## config.mk

```make
export PLATFORM = sky130hd
export DESIGN_NAME = rational_arithmetic_unit_flat
export DESIGN_NICKNAME = d
export VERILOG_FILES = /design/src/design/rau_pkg.sv /design/src/design/rau_in_if.sv /design/src/design/rau_out_if.sv /design/src/design/rau_sequencer.sv /design/src/design/rau_datapath.sv /design/src/design/rational_arithmetic_unit.sv /design/src/flat_wrapper.sv
export SDC_FILE = /design/constraint.sdc
export NUM_CORES = 2
export LEC_CHECK = 0
export ABC_AREA = 1
export BUFFER_PORTS_ARGS = -buffer_cell sky130_fd_sc_hd__buf_2
export CAP_MARGIN = 20
export CORE_UTILIZATION = 45
export DETAILED_ROUTE_END_ITERATION = 8
export PLACE_DENSITY_LB_ADDON = 0.15
export RECOVER_POWER = 25
export SKIP_CTS_REPAIR_TIMING = 1
export SYNTH_ARGS = -nofsm -noshare
export SYNTH_HDL_FRONTEND = slang
export SYNTH_HIERARCHICAL = 1
export SYNTH_SLANG_ARGS = --single-unit
```

## constraint.sdc

```tcl
create_clock -name clk -period 10.5 [get_ports clk]
set_input_delay 2.1 -clock clk [delete_from_list [all_inputs] [get_ports clk]]
set_output_delay 2.1 -clock clk [all_outputs]
set_load 0.02 [all_outputs]
```

## src/design/rau_pkg.sv

```systemverilog
`timescale 1ns / 1ps

package rau_pkg;

    // Default operand width; denominators carry one bit less.
    localparam int unsigned OPERAND_BITS_DEF = 16;

    localparam int unsigned OP_W = 2;
    localparam logic [OP_W-1:0] OP_ADD = 2'd0;
    localparam logic [OP_W-1:0] OP_SUB = 2'd1;
    // Any code with this bit set multiplies.
    localparam int unsigned OP_MUL_BIT = 1;

    localparam logic STATUS_OK       = 1'b0;
    localparam logic STATUS_DEN_ZERO = 1'b1;

    localparam int unsigned PC_W = 4;

    // Program step addresses used by the microprogram and its checks.
    localparam logic [PC_W-1:0] STEP_IDLE     = 4'd0;
    localparam logic [PC_W-1:0] STEP_CHECK    = 4'd1;
    localparam logic [PC_W-1:0] STEP_MUL_T1   = 4'd2;
    localparam logic [PC_W-1:0] STEP_MUL_T2   = 4'd3;
    localparam logic [PC_W-1:0] STEP_MUL_DEN  = 4'd4;
    localparam logic [PC_W-1:0] STEP_COMBINE  = 4'd5;
    localparam logic [PC_W-1:0] STEP_GCD_INIT = 4'd6;
    localparam logic [PC_W-1:0] STEP_GCD      = 4'd7;
    localparam logic [PC_W-1:0] STEP_DIV_INIT = 4'd8;
    localparam logic [PC_W-1:0] STEP_DIV_NUM  = 4'd9;
    localparam logic [PC_W-1:0] STEP_DIV_NEXT = 4'd10;
    localparam logic [PC_W-1:0] STEP_DIV_DEN  = 4'd11;
    localparam logic [PC_W-1:0] STEP_OUT_OK   = 4'd12;
    localparam logic [PC_W-1:0] STEP_OUT_ERR  = 4'd14;

    typedef enum logic [3:0] {
        ACT_NOP,
        ACT_LOAD,
        ACT_MUL_T1,
        ACT_MUL_T2,
        ACT_MUL_DEN,
        ACT_COMBINE,
        ACT_GCD_INIT,
        ACT_GCD_STEP,
        ACT_DIV_INIT,
        ACT_DIV_STEP,
        ACT_DIV_NEXT,
        ACT_OUT_OK,
        ACT_OUT_ERR
    } action_t;

    typedef enum logic [2:0] {
        COND_NEVER,
        COND_ALWAYS,
        COND_NO_INPUT,
        COND_DEN_ZERO,
        COND_GCD_BUSY,
        COND_DIV_MORE,
        COND_OUT_FULL
    } cond_t;

    typedef struct packed {
        action_t         action;
        cond_t           cond;
        logic [PC_W-1:0] target;
    } ctrl_word_t;

    typedef struct packed {
        logic den_zero;
        logic gcd_busy;
        logic div_last;
        logic out_full;
    } dp_flags_t;

    // Microprogram. The next step is the target when the condition holds,
    // otherwise the following address.
    function automatic ctrl_word_t ucode_rom(input logic [PC_W-1:0] pc);
        ctrl_word_t w;
        unique case (pc)
            STEP_IDLE:     w = '{ACT_LOAD,     COND_NO_INPUT, STEP_IDLE};
            STEP_CHECK:    w = '{ACT_NOP,      COND_DEN_ZERO, STEP_OUT_ERR};
            STEP_MUL_T1:   w = '{ACT_MUL_T1,   COND_NEVER,    STEP_IDLE};
            STEP_MUL_T2:   w = '{ACT_MUL_T2,   COND_NEVER,    STEP_IDLE};
            STEP_MUL_DEN:  w = '{ACT_MUL_DEN,  COND_NEVER,    STEP_IDLE};
            STEP_COMBINE:  w = '{ACT_COMBINE,  COND_NEVER,    STEP_IDLE};
            STEP_GCD_INIT: w = '{ACT_GCD_INIT, COND_NEVER,    STEP_IDLE};
            STEP_GCD:      w = '{ACT_GCD_STEP, COND_GCD_BUSY, STEP_GCD};
            STEP_DIV_INIT: w = '{ACT_DIV_INIT, COND_NEVER,    STEP_IDLE};
            STEP_DIV_NUM:  w = '{ACT_DIV_STEP, COND_DIV_MORE, STEP_DIV_NUM};
            STEP_DIV_NEXT: w = '{ACT_DIV_NEXT, COND_NEVER,    STEP_IDLE};
            STEP_DIV_DEN:  w = '{ACT_DIV_STEP, COND_DIV_MORE, STEP_DIV_DEN};
            STEP_OUT_OK:   w = '{ACT_OUT_OK,   COND_OUT_FULL, STEP_OUT_OK};
            STEP_OUT_ERR:  w = '{ACT_OUT_ERR,  COND_OUT_FULL, STEP_OUT_ERR};
            // The step after each result write returns to idle.
            default:       w = '{ACT_NOP,      COND_ALWAYS,   STEP_IDLE};
        endcase
        return w;
    endfunction

endpackage

```

## src/design/rau_in_if.sv

```systemverilog
`timescale 1ns / 1ps

interface rau_in_if import rau_pkg::*; #(
    parameter int unsigned OPERAND_BITS = OPERAND_BITS_DEF
);
    logic                           valid;
    logic                           ready;
    logic [OP_W-1:0]                op;
    logic signed [OPERAND_BITS-1:0] num_a;
    logic [OPERAND_BITS-2:0]        den_a;
    logic signed [OPERAND_BITS-1:0] num_b;
    logic [OPERAND_BITS-2:0]        den_b;

    modport source (output valid, op, num_a, den_a, num_b, den_b, input ready);
    modport sink   (input valid, op, num_a, den_a, num_b, den_b, output ready);
endinterface

```

## src/design/rau_out_if.sv

```systemverilog
`timescale 1ns / 1ps

interface rau_out_if import rau_pkg::*; #(
    parameter int unsigned OPERAND_BITS = OPERAND_BITS_DEF
);
    logic                               valid;
    logic                               ready;
    logic signed [2*OPERAND_BITS+1:0]   res_num;
    logic [2*OPERAND_BITS-3:0]          res_den;
    logic                               status;

    modport source (output valid, res_num, res_den, status, input ready);
    modport sink   (input valid, res_num, res_den, status, output ready);
endinterface

```

## src/design/rau_sequencer.sv

```systemverilog
`timescale 1ns / 1ps

module rau_sequencer import rau_pkg::*; (
    input  logic       clk,
    input  logic       rst_n,
    input  logic       in_valid,
    input  dp_flags_t  flags,
    output ctrl_word_t ctrl,
    output logic       in_ready
);

    logic [PC_W-1:0] pc_reg;
    logic [PC_W-1:0] pc_next;
    logic            cond_hit;

    assign ctrl     = ucode_rom(pc_reg);
    assign in_ready = (ctrl.action == ACT_LOAD);

    always_comb
    begin
        unique case (ctrl.cond)
            COND_NEVER:    cond_hit = 1'b0;
            COND_ALWAYS:   cond_hit = 1'b1;
            COND_NO_INPUT: cond_hit = !in_valid;
            COND_DEN_ZERO: cond_hit = flags.den_zero;
            COND_GCD_BUSY: cond_hit = flags.gcd_busy;
            COND_DIV_MORE: cond_hit = !flags.div_last;
            COND_OUT_FULL: cond_hit = flags.out_full;
            default:       cond_hit = 1'b0;
        endcase
        pc_next = cond_hit ? ctrl.target : pc_reg + PC_W'(1);
    end

    always_ff @(posedge clk or negedge rst_n)
    begin
        if (!rst_n)
        begin
            pc_reg <= STEP_IDLE;
        end
        else
        begin
            pc_reg <= pc_next;
        end
    end

    // An accepted beat always starts the program at the denominator check.
    a_accept_to_check: assert property (@(posedge clk) disable iff (!rst_n)
        in_valid && in_ready |=> pc_reg == STEP_CHECK)
        else $error("sequencer did not move to the check step after a beat");

    // A result write waits in place while the output register is occupied.
    a_hold_when_full: assert property (@(posedge clk) disable iff (!rst_n)
        (ctrl.action == ACT_OUT_OK || ctrl.action == ACT_OUT_ERR) && flags.out_full
        |=> pc_reg == $past(pc_reg))
        else $error("result step left while the output register was full");

endmodule

```

## src/design/rau_datapath.sv

```systemverilog
`timescale 1ns / 1ps

module rau_datapath import rau_pkg::*; #(
    parameter int unsigned OPERAND_BITS = OPERAND_BITS_DEF
) (
    input  logic                             clk,
    input  logic                             rst_n,
    input  ctrl_word_t                       ctrl,
    input  logic                             in_valid,
    input  logic [OP_W-1:0]                  op,
    input  logic signed [OPERAND_BITS-1:0]   num_a,
    input  logic [OPERAND_BITS-2:0]          den_a,
    input  logic signed [OPERAND_BITS-1:0]   num_b,
    input  logic [OPERAND_BITS-2:0]          den_b,
    output dp_flags_t                        flags,
    output logic                             out_valid,
    input  logic                             out_ready,
    output logic signed [2*OPERAND_BITS+1:0] res_num,
    output logic [2*OPERAND_BITS-3:0]        res_den,
    output logic                             status
);

    localparam int unsigned PROD_W = 2 * OPERAND_BITS;
    localparam int unsigned NUM_W  = 2 * OPERAND_BITS + 2;
    localparam int unsigned DEN_W  = 2 * OPERAND_BITS - 2;
    localparam int unsigned CNT_W  = $clog2(NUM_W + 1);
    localparam int unsigned K_W    = $clog2(NUM_W);

    // Operands
    logic [OP_W-1:0]                op_reg;
    logic signed [OPERAND_BITS-1:0] na_reg;
    logic [OPERAND_BITS-2:0]        da_reg;
    logic signed [OPERAND_BITS-1:0] nb_reg;
    logic [OPERAND_BITS-2:0]        db_reg;

    // Products and the unreduced fraction as sign and magnitude
    logic signed [PROD_W-1:0] t1_reg;
    logic signed [PROD_W-1:0] t2_reg;
    logic                     sign_reg;
    logic [NUM_W-1:0]         u_reg;
    logic [NUM_W-1:0]         v_reg;

    // Binary GCD and restoring divider
    logic [NUM_W-1:0] x_reg;
    logic [NUM_W-1:0] y_reg;
    logic [K_W-1:0]   k_reg;
    logic [NUM_W-1:0] d_reg;
    logic [NUM_W-1:0] q_reg;
    logic [NUM_W-1:0] r_reg;
    logic [CNT_W-1:0] cnt_reg;

    // Output register
    logic                     out_valid_reg;
    logic signed [NUM_W-1:0]  res_num_reg;
    logic [DEN_W-1:0]         res_den_reg;
    logic                     status_reg;

    logic                           load;
    logic                           is_mul;
    logic                           is_sub;
    logic signed [OPERAND_BITS-1:0] mul_a;
    logic signed [OPERAND_BITS-1:0] mul_b;
    logic signed [PROD_W-1:0]       prod;
    logic signed [PROD_W:0]         t1x;
    logic signed [PROD_W:0]         t2x;
    logic signed [PROD_W:0]         sum_c;
    logic [PROD_W:0]                mag_c;
    logic [NUM_W-1:0]               xy_diff;
    logic [NUM_W-1:0]               yx_diff;
    logic [NUM_W:0]                 rem_shift;
    logic [NUM_W:0]                 trial;
    logic                           out_write;

    assign load      = (ctrl.action == ACT_LOAD) && in_valid;
    assign is_mul    = op_reg[OP_MUL_BIT];
    assign is_sub    = (op_reg == OP_SUB);
    assign out_write = (ctrl.action == ACT_OUT_OK || ctrl.action == ACT_OUT_ERR)
                       && !out_valid_reg;

    // One shared signed multiplier; denominators enter with a zero sign bit.
    always_comb
    begin
        unique case (ctrl.action)
            ACT_MUL_T1:
            begin
                mul_a = na_reg;
                mul_b = is_mul ? nb_reg : $signed({1'b0, db_reg});
            end
            ACT_MUL_T2:
            begin
                mul_a = nb_reg;
                mul_b = $signed({1'b0, da_reg});
            end
            default:
            begin
                mul_a = $signed({1'b0, da_reg});
                mul_b = $signed({1'b0, db_reg});
            end
        endcase
    end

    assign prod = mul_a * mul_b;

    assign t1x   = {t1_reg[PROD_W-1], t1_reg};
    assign t2x   = {t2_reg[PROD_W-1], t2_reg};
    assign sum_c = is_mul ? t1x : (is_sub ? t1x - t2x : t1x + t2x);
    assign mag_c = sum_c[PROD_W] ? unsigned'(-sum_c) : unsigned'(sum_c);

    assign xy_diff   = x_reg - y_reg;
    assign yx_diff   = y_reg - x_reg;
    assign rem_shift = {r_reg, q_reg[NUM_W-1]};
    assign trial     = rem_shift - {1'b0, d_reg};

    always_ff @(posedge clk)
    begin
        unique case (ctrl.action)
            ACT_LOAD:
            begin
                if (load)
                begin
                    op_reg <= op;
                    na_reg <= num_a;
                    da_reg <= den_a;
                    nb_reg <= num_b;
                    db_reg <= den_b;
                end
            end
            ACT_MUL_T1:  t1_reg <= prod;
            ACT_MUL_T2:  t2_reg <= prod;
            ACT_MUL_DEN: v_reg  <= NUM_W'($unsigned(prod));
            ACT_COMBINE:
            begin
                sign_reg <= sum_c[PROD_W];
                u_reg    <= {1'b0, mag_c};
            end
            ACT_GCD_INIT:
            begin
                x_reg <= u_reg;
                y_reg <= v_reg;
                k_reg <= '0;
            end
            ACT_GCD_STEP:
            begin
                if (x_reg != '0)
                begin
                    priority if (!x_reg[0] && !y_reg[0])
                    begin
                        x_reg <= x_reg >> 1;
                        y_reg <= y_reg >> 1;
                        k_reg <= k_reg + K_W'(1);
                    end
                    else if (!x_reg[0])
                    begin
                        x_reg <= x_reg >> 1;
                    end
                    else if (!y_reg[0])
                    begin
                        y_reg <= y_reg >> 1;
                    end
                    else if (x_reg >= y_reg)
                    begin
                        // Both odd, so the difference is even.
                        x_reg <= xy_diff >> 1;
                    end
                    else
                    begin
                        y_reg <= yx_diff >> 1;
                    end
                end
            end
            ACT_DIV_INIT:
            begin
                d_reg   <= y_reg << k_reg;
                q_reg   <= u_reg;
                r_reg   <= '0;
                cnt_reg <= CNT_W'(NUM_W);
            end
            ACT_DIV_STEP:
            begin
                if (!trial[NUM_W])
                begin
                    r_reg <= trial[NUM_W-1:0];
                    q_reg <= {q_reg[NUM_W-2:0], 1'b1};
                end
                else
                begin
                    r_reg <= rem_shift[NUM_W-1:0];
                    q_reg <= {q_reg[NUM_W-2:0], 1'b0};
                end
                cnt_reg <= cnt_reg - CNT_W'(1);
            end
            ACT_DIV_NEXT:
            begin
                u_reg   <= q_reg;
                q_reg   <= v_reg;
                r_reg   <= '0;
                cnt_reg <= CNT_W'(NUM_W);
            end
            ACT_OUT_OK:
            begin
                if (out_write)
                begin
                    res_num_reg <= sign_reg ? -$signed(u_reg) : $signed(u_reg);
                    res_den_reg <= q_reg[DEN_W-1:0];
                    status_reg  <= STATUS_OK;
                end
            end
            ACT_OUT_ERR:
            begin
                if (out_write)
                begin
                    res_num_reg <= '0;
                    res_den_reg <= '0;
                    status_reg  <= STATUS_DEN_ZERO;
                end
            end
            default:
            begin
            end
        endcase
    end

    always_ff @(posedge clk or negedge rst_n)
    begin
        if (!rst_n)
        begin
            out_valid_reg <= 1'b0;
        end
        else if (out_write)
        begin
            out_valid_reg <= 1'b1;
        end
        else if (out_ready)
        begin
            out_valid_reg <= 1'b0;
        end
    end

    assign flags.den_zero = (da_reg == '0) || (db_reg == '0);
    assign flags.gcd_busy = (x_reg != '0);
    assign flags.div_last = (cnt_reg == CNT_W'(1));
    assign flags.out_full = out_valid_reg;

    assign out_valid = out_valid_reg;
    assign res_num   = res_num_reg;
    assign res_den   = res_den_reg;
    assign status    = status_reg;

    // The reduction divides by a common factor, so nothing may remain.
    a_exact_num_div: assert property (@(posedge clk) disable iff (!rst_n)
        ctrl.action == ACT_DIV_NEXT |-> r_reg == '0)
        else $error("numerator not divisible by the computed GCD");

    a_exact_den_div: assert property (@(posedge clk) disable iff (!rst_n)
        out_write && ctrl.action == ACT_OUT_OK |-> r_reg == '0)
        else $error("denominator not divisible by the computed GCD");

    a_den_positive: assert property (@(posedge clk) disable iff (!rst_n)
        out_valid_reg && status_reg == STATUS_OK |-> res_den_reg != '0)
        else $error("reduced denominator is zero on a good result");

endmodule

```

## src/design/rational_arithmetic_unit.sv

```systemverilog
`timescale 1ns / 1ps

// Rational arithmetic unit: adds, subtracts or multiplies two fractions and
// returns the result in lowest terms with a positive denominator.
// The operands channel carries one fraction pair and the operation per beat;
// the result channel carries the reduced numerator, denominator and status.
// A beat with a zero denominator returns status 1 with a zero fraction.
// Work is run by a small microprogram: three products on one shared
// multiplier, a binary GCD of numerator magnitude and denominator at one
// step per cycle, then two restoring divisions by that GCD at one quotient
// bit per cycle. The number of GCD steps depends on the data. The next
// operands beat is taken after the result is written and the program has
// returned to idle. A beat with a zero denominator goes from the check
// step straight to the error result and skips the arithmetic.
// One item is in work at a time.
// The result sits in an output register, so a new operands beat is taken
// while an earlier result still waits; if the receiver stalls, the next
// result waits in the program until the register empties.
// Reset clears the program counter and the output valid flag.

module rational_arithmetic_unit import rau_pkg::*; #(
    parameter int unsigned OPERAND_BITS = OPERAND_BITS_DEF
) (
    input logic       clk,
    input logic       rst_n,
    rau_in_if.sink    operands,
    rau_out_if.source result
);

    ctrl_word_t ctrl;
    dp_flags_t  flags;
    logic       in_ready;

    assign operands.ready = in_ready;

    // Sequencer: step counter, microprogram table and jump logic.
    rau_sequencer u_seq (
        .clk      (clk),
        .rst_n    (rst_n),
        .in_valid (operands.valid),
        .flags    (flags),
        .ctrl     (ctrl),
        .in_ready (in_ready)
    );

    // Datapath: operand capture, multiplier, GCD, divider and the output
    // register that decouples the result channel from the program.
    rau_datapath #(
        .OPERAND_BITS (OPERAND_BITS)
    ) u_dp (
        .clk       (clk),
        .rst_n     (rst_n),
        .ctrl      (ctrl),
        .in_valid  (operands.valid),
        .op        (operands.op),
        .num_a     (operands.num_a),
        .den_a     (operands.den_a),
        .num_b     (operands.num_b),
        .den_b     (operands.den_b),
        .flags     (flags),
        .out_valid (result.valid),
        .out_ready (result.ready),
        .res_num   (result.res_num),
        .res_den   (result.res_den),
        .status    (result.status)
    );

endmodule
```

## src/flat_wrapper.sv

```systemverilog
// flat-port wrapper written by rule: the top's interface ports become plain ports
module rational_arithmetic_unit_flat import rau_pkg::*;
#(
    parameter int unsigned OPERAND_BITS = OPERAND_BITS_DEF
)
  (clk, rst_n, operands_valid, operands_op, operands_num_a, operands_den_a, operands_num_b, operands_den_b, operands_ready, result_valid, result_res_num, result_res_den, result_status, result_ready);
  rau_in_if #(.OPERAND_BITS(OPERAND_BITS)) operands_i ();
  rau_out_if #(.OPERAND_BITS(OPERAND_BITS)) result_i ();
  input logic clk;
  input logic rst_n;
  input wire logic [$bits(operands_i.valid)-1:0] operands_valid;
  input wire logic [$bits(operands_i.op)-1:0] operands_op;
  input wire logic [$bits(operands_i.num_a)-1:0] operands_num_a;
  input wire logic [$bits(operands_i.den_a)-1:0] operands_den_a;
  input wire logic [$bits(operands_i.num_b)-1:0] operands_num_b;
  input wire logic [$bits(operands_i.den_b)-1:0] operands_den_b;
  output wire logic [$bits(operands_i.ready)-1:0] operands_ready;
  output wire logic [$bits(result_i.valid)-1:0] result_valid;
  output wire logic [$bits(result_i.res_num)-1:0] result_res_num;
  output wire logic [$bits(result_i.res_den)-1:0] result_res_den;
  output wire logic [$bits(result_i.status)-1:0] result_status;
  input wire logic [$bits(result_i.ready)-1:0] result_ready;
  assign operands_i.valid = operands_valid;
  assign operands_i.op = operands_op;
  assign operands_i.num_a = operands_num_a;
  assign operands_i.den_a = operands_den_a;
  assign operands_i.num_b = operands_num_b;
  assign operands_i.den_b = operands_den_b;
  assign operands_ready = operands_i.ready;
  assign result_valid = result_i.valid;
  assign result_res_num = result_i.res_num;
  assign result_res_den = result_i.res_den;
  assign result_status = result_i.status;
  assign result_i.ready = result_ready;
  rational_arithmetic_unit #(.OPERAND_BITS(OPERAND_BITS)) u_core (.clk(clk), .rst_n(rst_n), .operands(operands_i), .result(result_i));
endmodule
```

=== Word-level counts from Yosys, hierarchy flattened ===
Memories as Yosys holds them, arrays and structs flattened.
Cells that the tools add are included.

* Flip-flop bits (word level): 447
* Memory bits (read-only): 176
* Input port bits: 68
* Word-level logic and storage cells: 134
* Memories kept: 1

{| class="wikitable"
|+ Memories
! memory !! depth !! width !! rd ports !! clocked after Yosys merged registers in !! wr ports !! RTL line !! text
|-
| (name not given) || 16 || 11 || 1 || 0 || 0 || rau_pkg.sv:78 || <nowiki>unique case (pc)</nowiki>
|}

* $add $sub $neg: 10
* Multiply operators: 1
* Order comparisons: 1
* Equal/unequal tests: 28
* Shift operators: 1
* Muxes and demuxes: 41
* Reduce and logical (&&, ||, !) cells: 27

{| class="wikitable"
|+ Operator list
! operator !! count
|-
| 34-bit two-way mux || 14
|-
| 34-bit one-hot mux with 2 select lines || 5
|-
| 34-bit one-hot mux with 3 select lines || 1
|-
| 33-bit two-way mux || 3
|-
| 34-bit subtractor || 2
|-
| 16-bit one-hot mux with 2 select lines || 2
|-
| 30-bit two-way mux || 2
|-
| 30-bit one-hot mux with 2 select lines || 1
|-
| 35-bit by 34-bit subtractor with 35-bit output || 1
|-
| 34-bit >= comparator || 1
|-
| 34-bit negation || 1
|-
| 34-bit nonzero test || 1
|-
| 34-bit by 6-bit left shift with 34-bit output || 1
|-
| 32-bit by 32-bit adder with 33-bit output || 1
|-
| 33-bit negation || 1
|-
| 32-bit by 32-bit subtractor with 33-bit output || 1
|-
| 16-bit by 16-bit multiplier with 32-bit output || 1
|-
| 15-bit logical NOT || 2
|-
| 6-bit one-hot mux with 2 select lines || 2
|-
| 4-bit == test, second input constant || 5
|-
| 4-bit by 3-bit == test with 1-bit output, second input constant || 4
|-
| 16-bit two-way mux || 1
|-
| 6-bit two-way mux || 2
|-
| 4-bit inequality test, second input constant || 3
|-
| 26 further kinds || 51
|}

=== Depth between registers and ports, before layout ===
* Word-level depth: 7
* Gate-level depth with buffers: 39
* Mapped depth without buffers: 38

=== Cells and area by module ===
Netlist, hierarchy kept.

{| class="wikitable"
|+ Modules (own cells, without submodules)
! module !! instances !! cells each !! area an instance (sq um)
|-
| rau_datapath || 1 || 4915 || 40338.7
|-
| rau_sequencer || 1 || 87 || 614.3
|}

=== Worst setup path after synthesis ===
No wires, ideal clock.

* Path kind: register to register
* From: register u_core.u_seq.pc_reg[0]
* To: register u_core.u_dp.t1_reg[28] (data pin)
* Setup time: 269 ps
* Data arrival time: 7447 ps
* Required time: 10231 ps
* Slack: 2783 ps
* Stages on the path, launching flop included: 28
* Buffers on the path: 1
* Path through: dfrtp_1 -> inv_1 -> ha_1 -> o211ai_1 -> nand2_1 -> inv_1 -> nand2_1 -> nor2_4 -> buf_2 -> nand2_1 -> nand3_1 -> o21ai_2 -> nor2_1 -> fa_1 -> fa_1 -> fa_1 -> fa_1 -> fa_1 -> inv_1 -> fa_1 -> inv_1 -> ha_1 -> nand2_1 -> nor4_1 -> nand2_1 -> o211ai_1 -> a21oi_1 -> xor2_1

{| class="wikitable"
|+ RTL lines
! item !! RTL line !! text
|-
| start, declared || rau_sequencer.sv:12 || <nowiki>logic [PC_W-1:0] pc_reg;</nowiki>
|-
| start signal, assigned || rau_sequencer.sv:42 || <nowiki>pc_reg <= pc_next;</nowiki>
|-
| end signal, assigned || rau_datapath.sv:128 || <nowiki>ACT_MUL_T1: t1_reg <= prod;</nowiki>
|-
| end, declared || rau_datapath.sv:37 || <nowiki>logic signed [PROD_W-1:0] t1_reg;</nowiki>
|}

==> reports/metrics.cfg <==
[critical_path]
rr_startpoint = u_core/u_seq/pc_reg[0]
cp-start-kind = flip-flop
cpLargestDelayFamily = adder cells
cp_data_required_time_ns = 10.95
criticalPathCategory = reg2reg
r2r_setup_slack_ns = 1.08
cpPeakStageDelay_ns = 0.86
worst_ep_arrival_time_ns = 9.87
timing.critical_path.from = u_core/u_seq/pc_reg[0]
cp-end-kind = flip-flop
cp_max_fo = 20
cpMaxStageDelayCell = fa_1
critical_path_buf_inv_count = 7

[finish]
post-route-util_pct = 49.41
drive_above_1_share_pct = 8.182
multi_input_area_um2 = 23350
fill_cells = 8978
syn2layout_area_growth_pct = 8.591
layout.nets = 5642
seqCellArea_um2 = 13370

[route]
viasPerCell = 5.546
drt-pass1-iter-count = 6
drcViolationCount = 0
via_count = 34971
drtIter0Drc = 3623
detail-route-antenna-nets = 0
wl_um = 138200
wire_per_inst_um = 21.91

[yosys]
synth_fp_nets = 5567
synth-async-reset-ratio_pct = 1.121
synthFlopType = edfxtp_1
netlist_instances = 5002
yosys_warnings = 6
yosysSeqAreaShare_pct = 32.64
synth-edff-count = 441
synthesis.area_um2 = 40950
syn_avg_cell_area_um2 = 8.187
ys_types = 75
synth-seq-cells = 446

[grt]
grt_pass1_vias = 33695
grt_pass1_wl_um = 206900
antenna_found_initial = 23
grt_usage_pct = 29.57
grt_start_max_net_pins = 75
grt-ovfl-total = 0

[placed_design]
hpwlAfterDp_um = 110800
port-buffer-count = 134
place.gp.congestion = 1.005

[floorplanning]
top_level_ports = 135
core_area_um2 = 90010
initial_core_util_pct = 45.50
die_area_um2 = 92220
rows = 110
die_x_um = 303.7
die_y_um = 303.7

[min_path]
hp-start = u_core/u_dp/q_reg[31]
worst_hold_path_type = reg2reg

[sta]
drv_slew = 312
setup-violations-final = 0
rsz0062_at_grt = no
fmax_mhz = 106.1
finalHoldViolations = 0
whs_ns = 0.5463
fin_worst_skew_ns = 0.05478
tns_ns = 0
worst_slew_pin_slew_ns = 3.038
period_share_pct = 89.74
slew_headroom_pct = -102.5
min_period_ns = 9.423

[flow_run]
max-cap-violations = 7

[cts]
clock_latency_ns = 0.68
cts.sinks = 446
clockBufferDepth = 3
cts_tree = built
clkTransAtPathRegs_ns = 0.06
numCtsBuffers = 54
htreeDepth = 2
root_buffer = clkbuf_16

[outcome]
violations = capacitance limit, slew limit
status = finished with violations

-- metal layers --
metal / part of all wire, % / track usage [%] / routed length (µm)
met5: 0.035 / 0 / 49
met4: 3.5 / 10.16 / 4866
met3: 7.5 / 4.108 / 10320
met2: 45 / 46.91 / 62830
met1: 43 / 41.44 / 60090
-- Yosys cell counts, types with 12 or more instances --
master	count	area, µm²
nand2_1	928	3483
inv_1	898	3371
nor2_1	475	1783
edfxtp_1	441	13240
o21ai_0	344	1722
a21oi_1	303	1516
fa_1	266	5325
ha_1	231	2890
nand3_1	184	920.9
xor2_1	99	867.1
clkbuf_1	72	270.3
xnor2_1	68	595.6
buf_2	56	280.3
o21ai_1	52	260.3
o221ai_1	41	359.1
nor3_1	39	195.2
nand4_1	38	237.7
inv_2	27	101.4
or2_2	27	168.9
nand2_2	26	162.7
a31oi_1	25	156.4
nor2_2	24	150.1
o211ai_1	24	180.2
o31ai_1	23	172.7
a22oi_1	20	150.1
nor4_1	20	125.1
mux2i_1	17	170.2
o22ai_1	17	106.4
a21o_1	16	120.1
o21a_1	15	112.6
o21bai_1	13	97.59
clkinv_1	12	45.04
-- cell usage in the layout (no fill, tap or decap), types with 17 or more instances in the layout --
cell       Yosys  final
xnor2_1       68     68
buf_4          6     37
a21oi_1      303    301
mux2i_1       17     17
edfxtp_1     441    441
o31ai_1       23     23
clkbuf_1      72     28
nor2_2        24     25
clkbuf_16      0     55
or2_2         27     27
inv_1        898    898
inv_2         27     27
o211ai_1      24     24
nand3_1      184    185
o21ai_1       52     51
a31oi_1       25     25
fa_1         266    266
buf_2         56    123
ha_1         231    231
nor4_1        20     20
o22ai_1       17     17
xor2_1        99     99
nand2_1      928    929
nand2_2       26     26
nor2_1       475    469
nand4_1       38     38
a22oi_1       20     20
nor3_1        39     39
o221ai_1      41     41
clkinv_1      12     20
o21ai_0      344    344
-- area by class of cell --
class	instances	area share (%)
clock buffer	64	3.171
tap	1176	3.309
sequential	446	30.06
timing repair buffer	179	2.169
multi-input combinational	3458	52.50
antenna	9	0.05064
clock inverter	36	0.8215
inverter	938	7.923
-- stage by stage --
step | worst slack (ns) | instance area [µm²] | cells
2_1_floorplan | 2.783 | 40950 | 5002
3_3_place_gp | 1.324 | 42720 | 6195
3_5_place_dp | 1.226 | 42720 | 6195
4_1_cts | 1.170 | 44500 | 6295
5_1_grt | 0.5133 | 44460 | 6303
6_report | 1.077 | 44470 | 6306
-- path summary, 6_finish.rpt --
kind	endpoint	cells past startpoint
min in group asynchronous	u_core/u_seq/pc_reg[2]	1
max in group asynchronous	u_core/u_seq/pc_reg[3]	1
max	u_core/u_dp/t1_reg[30]	28
min	u_core/u_dp/q_reg[32]	2
max reg2reg	u_core/u_dp/t1_reg[30]	28
min reg2reg	u_core/u_dp/q_reg[32]	2
-- worst min-delay path: cells and delay by family (launching register included) --
kind	cells	cell delay, ns
DFF	1	0.34
AOI/OAI and AO/OA	1	0.06
and+or+nand+nor	1	0.06
-- kinds of logic (layout without fill, tap and decap cells) --
kind of cell | count (synthesis) | after routing | synth area share (%)
xor+xnor | 167 | 167 | 3.572
simple gates | 1809 | 1809 | 18.80
flops | 446 | 446 | 32.64
compound gates | 968 | 968 | 14.03
buf+inv | 1098 | 1217 | 10.48
fa+ha+maj | 497 | 497 | 20.06
mux | 17 | 17 | 0.4155
other cells | 0 | 9 | 0
Power is not shown: default switching activity piles up to over one toggle a cycle in this logic, so the estimate is an artifact.
